[config.mk]
export PLATFORM = sky130hd
export DESIGN_NAME = nmea_sentence_router
export DESIGN_NICKNAME = d
export VERILOG_FILES = /design/src/hdl/nsr_pkg.sv /design/src/hdl/nmea_sentence_router.sv /design/src/hdl/nsr_front.sv /design/src/hdl/nsr_cmd_fifo.sv /design/src/hdl/nsr_back.sv
export SDC_FILE = /design/constraint.sdc
export NUM_CORES = 1
export LEC_CHECK = 0
export ABC_AREA = 0
export BUFFER_PORTS_ARGS = -buffer_cell sky130_fd_sc_hd__buf_2
export CAP_MARGIN = 20
export CORE_MARGIN = 2
export CORE_UTILIZATION = 60
export DETAILED_ROUTE_END_ITERATION = 10
export PLACE_DENSITY = 0.86
export RECOVER_POWER = 50
export SYNTH_ARGS = -nofsm -noshare
export SYNTH_HDL_FRONTEND = slang
export SYNTH_SLANG_ARGS = --single-unit
[constraint.sdc]
create_clock -name clk_i -period 3.3 [get_ports clk_i]
set_input_delay 0.66 -clock clk_i [delete_from_list [all_inputs] [get_ports clk_i]]
set_output_delay 0.66 -clock clk_i [all_outputs]
set_load 0.05 [all_outputs]
[src/hdl/nsr_pkg.sv]
package nsr_pkg;

  // Longest sentence held by one message buffer, and length of the type field.
  localparam int unsigned MAXLEN   = 128;
  localparam int unsigned TYPE_LEN = 5;

  // Depth of the command queue between the front and back parts.
  localparam int unsigned CMD_DEPTH = 4;
  localparam int unsigned CMD_PTR_W = $clog2(CMD_DEPTH);
  localparam int unsigned CMD_CNT_W = $clog2(CMD_DEPTH + 1);

  // Characters that the parser recognizes.
  localparam logic [7:0] CH_DOLLAR = 8'h24;
  localparam logic [7:0] CH_STAR   = 8'h2A;
  localparam logic [7:0] CH_LF     = 8'h0A;
  localparam logic [7:0] CH_NUL    = 8'h00;
  localparam logic [7:0] CH_G      = 8'h47;
  localparam logic [7:0] CH_A      = 8'h41;
  localparam logic [7:0] CH_R      = 8'h52;
  localparam logic [7:0] CH_M      = 8'h4D;
  localparam logic [7:0] CH_C      = 8'h43;
  localparam logic [7:0] CH_S      = 8'h53;
  localparam logic [7:0] CH_V      = 8'h56;

  // Buffer codes as the reader reports them; the active buffer uses them too.
  localparam logic [2:0] RD_NONE = 3'd0;
  localparam logic [2:0] RD_GGA  = 3'd1;
  localparam logic [2:0] RD_RMC  = 3'd2;
  localparam logic [2:0] RD_GSA  = 3'd3;
  localparam logic [2:0] RD_GSV  = 3'd4;

  typedef struct packed {
    logic [7:0] rx_byte;
    logic [2:0] reader_buffer;
  } in_t;

  typedef struct packed {
    logic       write_valid;
    logic [1:0] write_buffer;
    logic [7:0] write_index;
    logic [7:0] write_data;
    logic       message_done;
    logic [1:0] done_buffer;
    logic [7:0] overflow_count;
    logic       last_result;
  } out_t;

  // One command per accepted byte. A completing command expands into
  // three results in the back part.
  typedef struct packed {
    logic       wr_valid;
    logic [1:0] wr_buffer;
    logic [7:0] wr_index;
    logic [7:0] wr_data;
    logic       complete;
    logic [7:0] checksum;
    logic [7:0] skip_count;
  } cmd_t;

  typedef struct packed {
    logic empty;
    logic full;
  } q_stat_t;

endpackage

[src/hdl/nmea_sentence_router.sv]
// An accepted byte is written into the command queue; its first result appears at the queue head.
// One byte per cycle is taken while the queue is not full; a byte ending a sentence yields three
// results (LF, terminator, checksum), and the four-entry command queue absorbs that burst.
// Reset (rst_ni low, asynchronous) returns the parser to hunting for '$', clears the
// checksum, the active buffer, the clash counter, the queue and the satellite enable.
module nmea_sentence_router (
  input  logic          clk_i,
  input  logic          rst_ni,
  input  logic          in_valid_i,
  output logic          in_stall_o,
  input  nsr_pkg::in_t  in_data_i,
  output logic          out_valid_o,
  input  logic          out_stall_i,
  output nsr_pkg::out_t out_data_o,
  input  logic          cfg_we_i,
  input  logic          cfg_data_i
);

  // The front part parses every accepted byte in the cycle it arrives and turns it into
  // one command. All sentence state (hunting, index, checksum, routing) lives there, so
  // parsing never waits on the output side except when the queue is full.
  nsr_pkg::cmd_t    push_cmd;
  nsr_pkg::cmd_t    head_cmd;
  nsr_pkg::q_stat_t q_stat;
  logic             push;
  logic             pop;

  nsr_front u_front (
    .clk_i      (clk_i),
    .rst_ni     (rst_ni),
    .in_valid_i (in_valid_i),
    .in_data_i  (in_data_i),
    .cfg_we_i   (cfg_we_i),
    .cfg_data_i (cfg_data_i),
    .q_stat_i   (q_stat),
    .in_stall_o (in_stall_o),
    .push_o     (push),
    .cmd_o      (push_cmd)
  );

  // The queue decouples the two sides: input transfers continue while a completed
  // sentence is still draining its three results.
  nsr_cmd_fifo u_fifo (
    .clk_i  (clk_i),
    .rst_ni (rst_ni),
    .push_i (push),
    .cmd_i  (push_cmd),
    .pop_i  (pop),
    .head_o (head_cmd),
    .stat_o (q_stat)
  );

  // The back part presents the queue head as a result and steps through the
  // terminator and checksum writes of a completing command before popping it.
  nsr_back u_back (
    .clk_i       (clk_i),
    .rst_ni      (rst_ni),
    .head_i      (head_cmd),
    .q_stat_i    (q_stat),
    .out_stall_i (out_stall_i),
    .out_valid_o (out_valid_o),
    .out_data_o  (out_data_o),
    .pop_o       (pop)
  );

endmodule

[src/hdl/nsr_front.sv]
module nsr_front (
  input  logic             clk_i,
  input  logic             rst_ni,
  input  logic             in_valid_i,
  input  nsr_pkg::in_t     in_data_i,
  input  logic             cfg_we_i,
  input  logic             cfg_data_i,
  input  nsr_pkg::q_stat_t q_stat_i,
  output logic             in_stall_o,
  output logic             push_o,
  output nsr_pkg::cmd_t    cmd_o
);

  logic       want_sat_q;
  logic       hunting_q, hunting_d;
  logic [7:0] byte_index_q, byte_index_d;
  logic [7:0] xor_q, xor_d;
  logic       xor_active_q, xor_active_d;
  logic [2:0] active_q, active_d;
  logic [7:0] skip_q, skip_d;
  logic [7:0] type_c2_q, type_c3_q;

  logic       accept;
  logic [7:0] ch;
  logic       xa;
  logic [8:0] next_index;
  logic [2:0] sel;

  assign accept     = in_valid_i & ~q_stat_i.full;
  assign in_stall_o = q_stat_i.full;
  assign push_o     = accept;
  assign ch         = in_data_i.rx_byte;
  assign next_index = {1'b0, byte_index_q} + 9'd1;

  // Type routing on the last type character, which is the current byte.
  always_comb begin
    sel = nsr_pkg::RD_NONE;
    if (type_c2_q == nsr_pkg::CH_G && type_c3_q == nsr_pkg::CH_G && ch == nsr_pkg::CH_A) begin
      sel = nsr_pkg::RD_GGA;
    end else if (type_c2_q == nsr_pkg::CH_R && type_c3_q == nsr_pkg::CH_M
                 && ch == nsr_pkg::CH_C) begin
      sel = nsr_pkg::RD_RMC;
    end else if (want_sat_q && type_c2_q == nsr_pkg::CH_G && type_c3_q == nsr_pkg::CH_S) begin
      if (ch == nsr_pkg::CH_A) begin
        sel = nsr_pkg::RD_GSA;
      end else if (ch == nsr_pkg::CH_V) begin
        sel = nsr_pkg::RD_GSV;
      end
    end
  end

  always_comb begin
    hunting_d    = hunting_q;
    byte_index_d = byte_index_q;
    xor_d        = xor_q;
    xor_active_d = xor_active_q;
    active_d     = active_q;
    skip_d       = skip_q;
    xa           = xor_active_q;
    cmd_o        = '0;

    if (hunting_q) begin
      if (ch == nsr_pkg::CH_DOLLAR) begin
        if (in_data_i.reader_buffer != nsr_pkg::RD_NONE
            && in_data_i.reader_buffer == active_q) begin
          skip_d = skip_q + 8'd1;
        end else begin
          hunting_d    = 1'b0;
          xor_d        = '0;
          xor_active_d = 1'b1;
          byte_index_d = '0;
        end
      end
    end else begin
      if (ch == nsr_pkg::CH_STAR) begin
        xa = 1'b0;
      end
      xor_active_d = xa;
      if (xa) begin
        xor_d = xor_q ^ ch;
      end
      byte_index_d = next_index[7:0];

      if (byte_index_q < 8'(nsr_pkg::TYPE_LEN)) begin
        if (next_index == 9'(nsr_pkg::TYPE_LEN)) begin
          if (sel != nsr_pkg::RD_NONE) begin
            active_d = sel;
          end else begin
            hunting_d = 1'b1;
          end
        end else if (ch == nsr_pkg::CH_LF) begin
          hunting_d = 1'b1;
        end
      end else begin
        cmd_o.wr_valid  = 1'b1;
        cmd_o.wr_buffer = 2'(active_q - 3'd1);
        cmd_o.wr_index  = byte_index_q;
        cmd_o.wr_data   = ch;
        if (next_index >= 9'(nsr_pkg::MAXLEN)) begin
          hunting_d = 1'b1;
        end else if (ch == nsr_pkg::CH_LF) begin
          hunting_d      = 1'b1;
          cmd_o.complete = 1'b1;
          cmd_o.checksum = xor_d;
        end
      end
    end
    cmd_o.skip_count = skip_d;
  end

  always_ff @(posedge clk_i or negedge rst_ni) begin
    if (!rst_ni) begin
      want_sat_q   <= 1'b0;
      hunting_q    <= 1'b1;
      byte_index_q <= '0;
      xor_q        <= '0;
      xor_active_q <= 1'b0;
      active_q     <= nsr_pkg::RD_NONE;
      skip_q       <= '0;
    end else begin
      if (cfg_we_i) begin
        want_sat_q <= cfg_data_i;
      end
      if (accept) begin
        hunting_q    <= hunting_d;
        byte_index_q <= byte_index_d;
        xor_q        <= xor_d;
        xor_active_q <= xor_active_d;
        active_q     <= active_d;
        skip_q       <= skip_d;
      end
    end
  end

  // Routing uses only the third, fourth and fifth type characters; the third and fourth are held here.
  always_ff @(posedge clk_i) begin
    if (accept && !hunting_q) begin
      if (byte_index_q == 8'd2) begin
        type_c2_q <= ch;
      end
      if (byte_index_q == 8'd3) begin
        type_c3_q <= ch;
      end
    end
  end

endmodule

[src/hdl/nsr_cmd_fifo.sv]
module nsr_cmd_fifo (
  input  logic             clk_i,
  input  logic             rst_ni,
  input  logic             push_i,
  input  nsr_pkg::cmd_t    cmd_i,
  input  logic             pop_i,
  output nsr_pkg::cmd_t    head_o,
  output nsr_pkg::q_stat_t stat_o
);

  nsr_pkg::cmd_t                   entry_q [nsr_pkg::CMD_DEPTH];
  logic [nsr_pkg::CMD_PTR_W-1:0]   wr_ptr_q, rd_ptr_q;
  logic [nsr_pkg::CMD_CNT_W-1:0]   count_q;

  function automatic logic [nsr_pkg::CMD_PTR_W-1:0] ptr_inc(
    input logic [nsr_pkg::CMD_PTR_W-1:0] p
  );
    return (p == nsr_pkg::CMD_PTR_W'(nsr_pkg::CMD_DEPTH - 1)) ? '0 : p + 1'b1;
  endfunction

  assign head_o       = entry_q[rd_ptr_q];
  assign stat_o.empty = (count_q == '0);
  assign stat_o.full  = (count_q == nsr_pkg::CMD_CNT_W'(nsr_pkg::CMD_DEPTH));

  always_ff @(posedge clk_i or negedge rst_ni) begin
    if (!rst_ni) begin
      wr_ptr_q <= '0;
      rd_ptr_q <= '0;
      count_q  <= '0;
    end else begin
      if (push_i) begin
        wr_ptr_q <= ptr_inc(wr_ptr_q);
      end
      if (pop_i) begin
        rd_ptr_q <= ptr_inc(rd_ptr_q);
      end
      if (push_i && !pop_i) begin
        count_q <= count_q + 1'b1;
      end else if (pop_i && !push_i) begin
        count_q <= count_q - 1'b1;
      end
    end
  end

  always_ff @(posedge clk_i) begin
    if (push_i) begin
      entry_q[wr_ptr_q] <= cmd_i;
    end
  end

endmodule

[src/hdl/nsr_back.sv]
module nsr_back (
  input  logic             clk_i,
  input  logic             rst_ni,
  input  nsr_pkg::cmd_t    head_i,
  input  nsr_pkg::q_stat_t q_stat_i,
  input  logic             out_stall_i,
  output logic             out_valid_o,
  output nsr_pkg::out_t    out_data_o,
  output logic             pop_o
);

  typedef enum logic [1:0] {
    PH_BODY,
    PH_TERM,
    PH_SUM
  } phase_e;

  phase_e phase_q;
  logic   fire;

  assign out_valid_o = ~q_stat_i.empty;
  assign fire        = out_valid_o & ~out_stall_i;
  assign pop_o       = fire & out_data_o.last_result;

  always_comb begin
    out_data_o                = '0;
    out_data_o.overflow_count = head_i.skip_count;
    unique case (phase_q)
      PH_BODY: begin
        out_data_o.write_valid  = head_i.wr_valid;
        out_data_o.write_buffer = head_i.wr_buffer;
        out_data_o.write_index  = head_i.wr_index;
        out_data_o.write_data   = head_i.wr_data;
        out_data_o.last_result  = ~head_i.complete;
      end
      PH_TERM: begin
        out_data_o.write_valid  = 1'b1;
        out_data_o.write_buffer = head_i.wr_buffer;
        out_data_o.write_index  = head_i.wr_index + 8'd1;
        out_data_o.write_data   = nsr_pkg::CH_NUL;
      end
      PH_SUM: begin
        out_data_o.write_valid  = 1'b1;
        out_data_o.write_buffer = head_i.wr_buffer;
        out_data_o.write_index  = head_i.wr_index + 8'd2;
        out_data_o.write_data   = head_i.checksum;
        out_data_o.message_done = 1'b1;
        out_data_o.done_buffer  = head_i.wr_buffer;
        out_data_o.last_result  = 1'b1;
      end
      default: begin
        out_data_o.last_result = 1'b1;
      end
    endcase
  end

  always_ff @(posedge clk_i or negedge rst_ni) begin
    if (!rst_ni) begin
      phase_q <= PH_BODY;
    end else if (fire) begin
      unique case (phase_q)
        PH_BODY: phase_q <= out_data_o.last_result ? PH_BODY : PH_TERM;
        PH_TERM: phase_q <= PH_SUM;
        default: phase_q <= PH_BODY;
      endcase
    end
  end

endmodule

==> impl_metrics.toml <==
[status]
violations = "max-capacitance violations, max-slew violations"
outcome = "finished, violations left"

[sta]
finalHoldViolations = 0
rsz0062_at_grt = "yes"
relSlewSlack_pct = -49.6
slew_viol_final = 40
layout_setup_ws_ns = 0.0574
post-route-min-period_ns = 3.24
fin_tns_setup_ns = 0
holdWs_ns = 0.459
worst_pin_slew_ns = 2.24
max_freq_mhz = 308
min_period_over_period_pct = 98.3
skew_ns = 0.0143
setup_viol = 0

[clock_network]
cts_root_buffer = "clkbuf_16"
clock_path_buffers = 2
insertion_delay_ns = 0.44
h-tree-depth = 4
clk_pin_slew_worst_paths_ns = 0.07
cts_tree = "yes"
clkSinkCount = 199
cts_hold_buf = 0
numCtsBuffers = 17

[layout]
final_common_cell = "edfxtp_1"
areaGrowthSynthToFinish_pct = 12.4
mostFrequentLayoutCells = "edfxtp_1, nor2_1, nand2_1, mux4_2, dfrtp_1"
final_cell_area_sq_um = 9970
nFillCells = 877
drive_gt1_share_pct = 20.3
fin_cells = 854
final_nets = 693
num_antenna_cells = 0

[power]
pwr-share-clk_pct = 21.0
power_density_nw_per_um2 = 971
switchingPower_mw = 3.93
p_leak_nw = 3.63
p_int_mw = 5.75
ir_worst_vdd_v = 0.000567
swShare_pct = 40.6
seq_power_share_pct = 37.0
p_comb_share_pct = 42.0

[global_routing]
grt_pass1_wl_um = 30700
grt_start_max_net_pins = 40
gr-usage-met1_pct = 34.1
antenna_found_initial = 0
grt_pass1_vias = 5618
use_met3_pct = 5.05
busiest_layer = "met2"
overflow = 0
grt_util_met2_pct = 40.9
grt_usage_pct = 25.7

[placement]
gp_congestion = 0.862
place_ws_ns = 0.263
hpwl_um = 11400
dp.cells = 819
placed_area_sq_um = 9340
portBuffers = 49

[critical_path]
crit_path_start_kind = "flip-flop"
worst_ep_required_time_ns = 2.64
cpMostUsedCell = "nor2_1"
slowest_delay_ns = 0.57
slowest_stage = "mux4_2"
crit_family = "multiplexers"
worstPathArrival_ns = 2.58
critPathBufInv = 2
end_kind = "output pin"
critPathMaxFanout = 6
critical_path_class = "flip-flop to output pin"
r2r_slack_ns = 0.37
worstPathCellList = "mux4_2 -> buf_4 -> nand3_1 -> nor2_1 -> xor2_1 -> a222oi_1 -> nor2_1 -> buf_6"

[route]
drtAntennaViolNets = 0
drc_errors = 0
drt_wl_total_um = 19300
firstDrtPassIters = 6
wire_per_inst_um = 22.6
drtIter0Drc = 949
routed_via_density = 6.48
vias = 5538

[floorplanning]
ioPinCount = 50
fp.dieArea_sq_um = 15800
initial_core_util_pct = 61.2
core_sq_um = 14500
die_w_um = 126
fp.dieH_um = 126
rows = 44

[job]
cap_violations = 1

[logic_synthesis]
synth.avg_cell_area_sq_um = 14.8
ys_types = 57
syn_nets = 634
seq_area_frac_synth_pct = 65.2
synth_top_area_share_pct = 54.2
syn_area_sq_um = 8860
ys.flop_type = "edfxtp_1"
ys_seq_elements = 199
async_reset_ff_share_pct = 19.6
synth-edff-count = 160
yosysTopAreaCell = "edfxtp_1"
ys_warn_count = 0
netlist_instances = 599
synthTopCellsByArea = "edfxtp_1, dfrtp_1, mux4_2"

[worst_hold_path]
min_path_type = "primary input to flip-flop"
[routing by layer]
metal | routed length, um | vias up
met4 | 778 | 0
li1 | - | 2392
met5 | 0 | -
met2 | 9570 | 348
met1 | 7410 | 2739
met3 | 1510 | 59
[cells by family (layout without fill, tap and decap cells)]
logic type	count (synthesis)	after routing	share of synthesized area [%]
fa+ha+maj	18	18	2.63
xor+xnor	36	36	3.56
simple gates	175	175	10.2
mux	43	43	10.0
flops	199	199	65.2
buf+inv	42	113	1.89
compound gates	86	86	6.42
[worst paths after layout]
check	cells past startpoint	from	to
min reg2reg	1	u_front.skip_q[7]$_DFFE_PN0P_	u_front.skip_q[7]$_DFFE_PN0P_
min	2	cfg_data_i	u_front.want_sat_q$_DFFE_PN0P_
min in group asynchronous	1	rst_ni	u_fifo.count_q[1]$_DFFE_PN0P_
max reg2reg	7	u_fifo.count_q[1]$_DFFE_PN0P_	u_front.xor_q[0]$_DFFE_PN0P_
max	8	u_fifo.rd_ptr_q[0]$_DFFE_PN0P_	out_data_o[26]
max in group asynchronous	1	rst_ni	u_fifo.rd_ptr_q[0]$_DFFE_PN0P_
[flip-flops by register name, indices dropped and copies added, names as in the netlist]
signal,count
u_fifo.entry_q,144
u_front.byte_index_q,8
u_front.skip_q,8
u_front.type_c2_q,8
u_front.type_c3_q,8
u_front.xor_q,8
u_fifo.count_q,3
u_front.active_q,3
u_back.phase_q,2
u_fifo.rd_ptr_q,2
u_fifo.wr_ptr_q,2
u_front.hunting_q,1
u_front.want_sat_q,1
u_front.xor_active_q,1
[layout make-up]
cell class / count / area [sq um] / share of cell area (%)
clock buffer: 18 / 429 / 4.31
clock inverter: 13 / 150 / 1.51
inverter: 17 / 63.8 / 0.640
multi-input combinational: 358 / 2930 / 29.4
sequential: 199 / 5790 / 58.1
tap: 184 / 230 / 2.31
timing repair buffer: 65 / 375 / 3.77
[Yosys cell counts (3+ instances only)]
cell	instances
a21oi_1	17
a222oi_1	3
a22oi_1	9
and2_1	20
and3_1	6
buf_1	3
buf_2	7
clkbuf_1	14
dfrtp_1	38
edfxtp_1	160
ha_1	17
inv_1	17
mux2_2	7
mux4_2	36
nand2_1	38
nand2b_1	4
nand3_1	11
nand3b_1	3
nor2_1	49
nor2b_1	7
nor3_1	12
nor3b_1	3
nor4_1	4
nor4b_1	3
nor4bb_1	3
o21a_1	3
o21ai_0	30
o31ai_1	9
xnor2_1	12
xor2_1	24
[metrics by stage]
step | total power, mW | utilization, %
3_3_place_gp | 7.30 | 64.5
5_1_grt | 10.1 | 68.8
2_1_floorplan | 6.54 | -
3_5_place_dp | 7.46 | 64.5
6_report | 9.68 | 68.8
4_1_cts | 9.63 | 68.7
[power groups by stage]
stage / Clock [mW] / Sequential (mW) / Combinational (mW)
final: 2.03 / 3.59 / 4.06
after global placement: 0 / 3.57 / 3.73
after CTS: 2.05 / 3.58 / 4.01
after detailed placement: 0 / 3.62 / 3.84
after floorplan: 0 / 3.45 / 3.09
after global routing: 2.13 / 3.62 / 4.31
[repair_timing]
action | 4_1_cts | 5_1_grt
resized for setup | 4 | 7
setup buffers | 2 | 2
endpoints found under the setup margin | 8 | 12
Note: power is estimated with default switching activity, not from simulation.
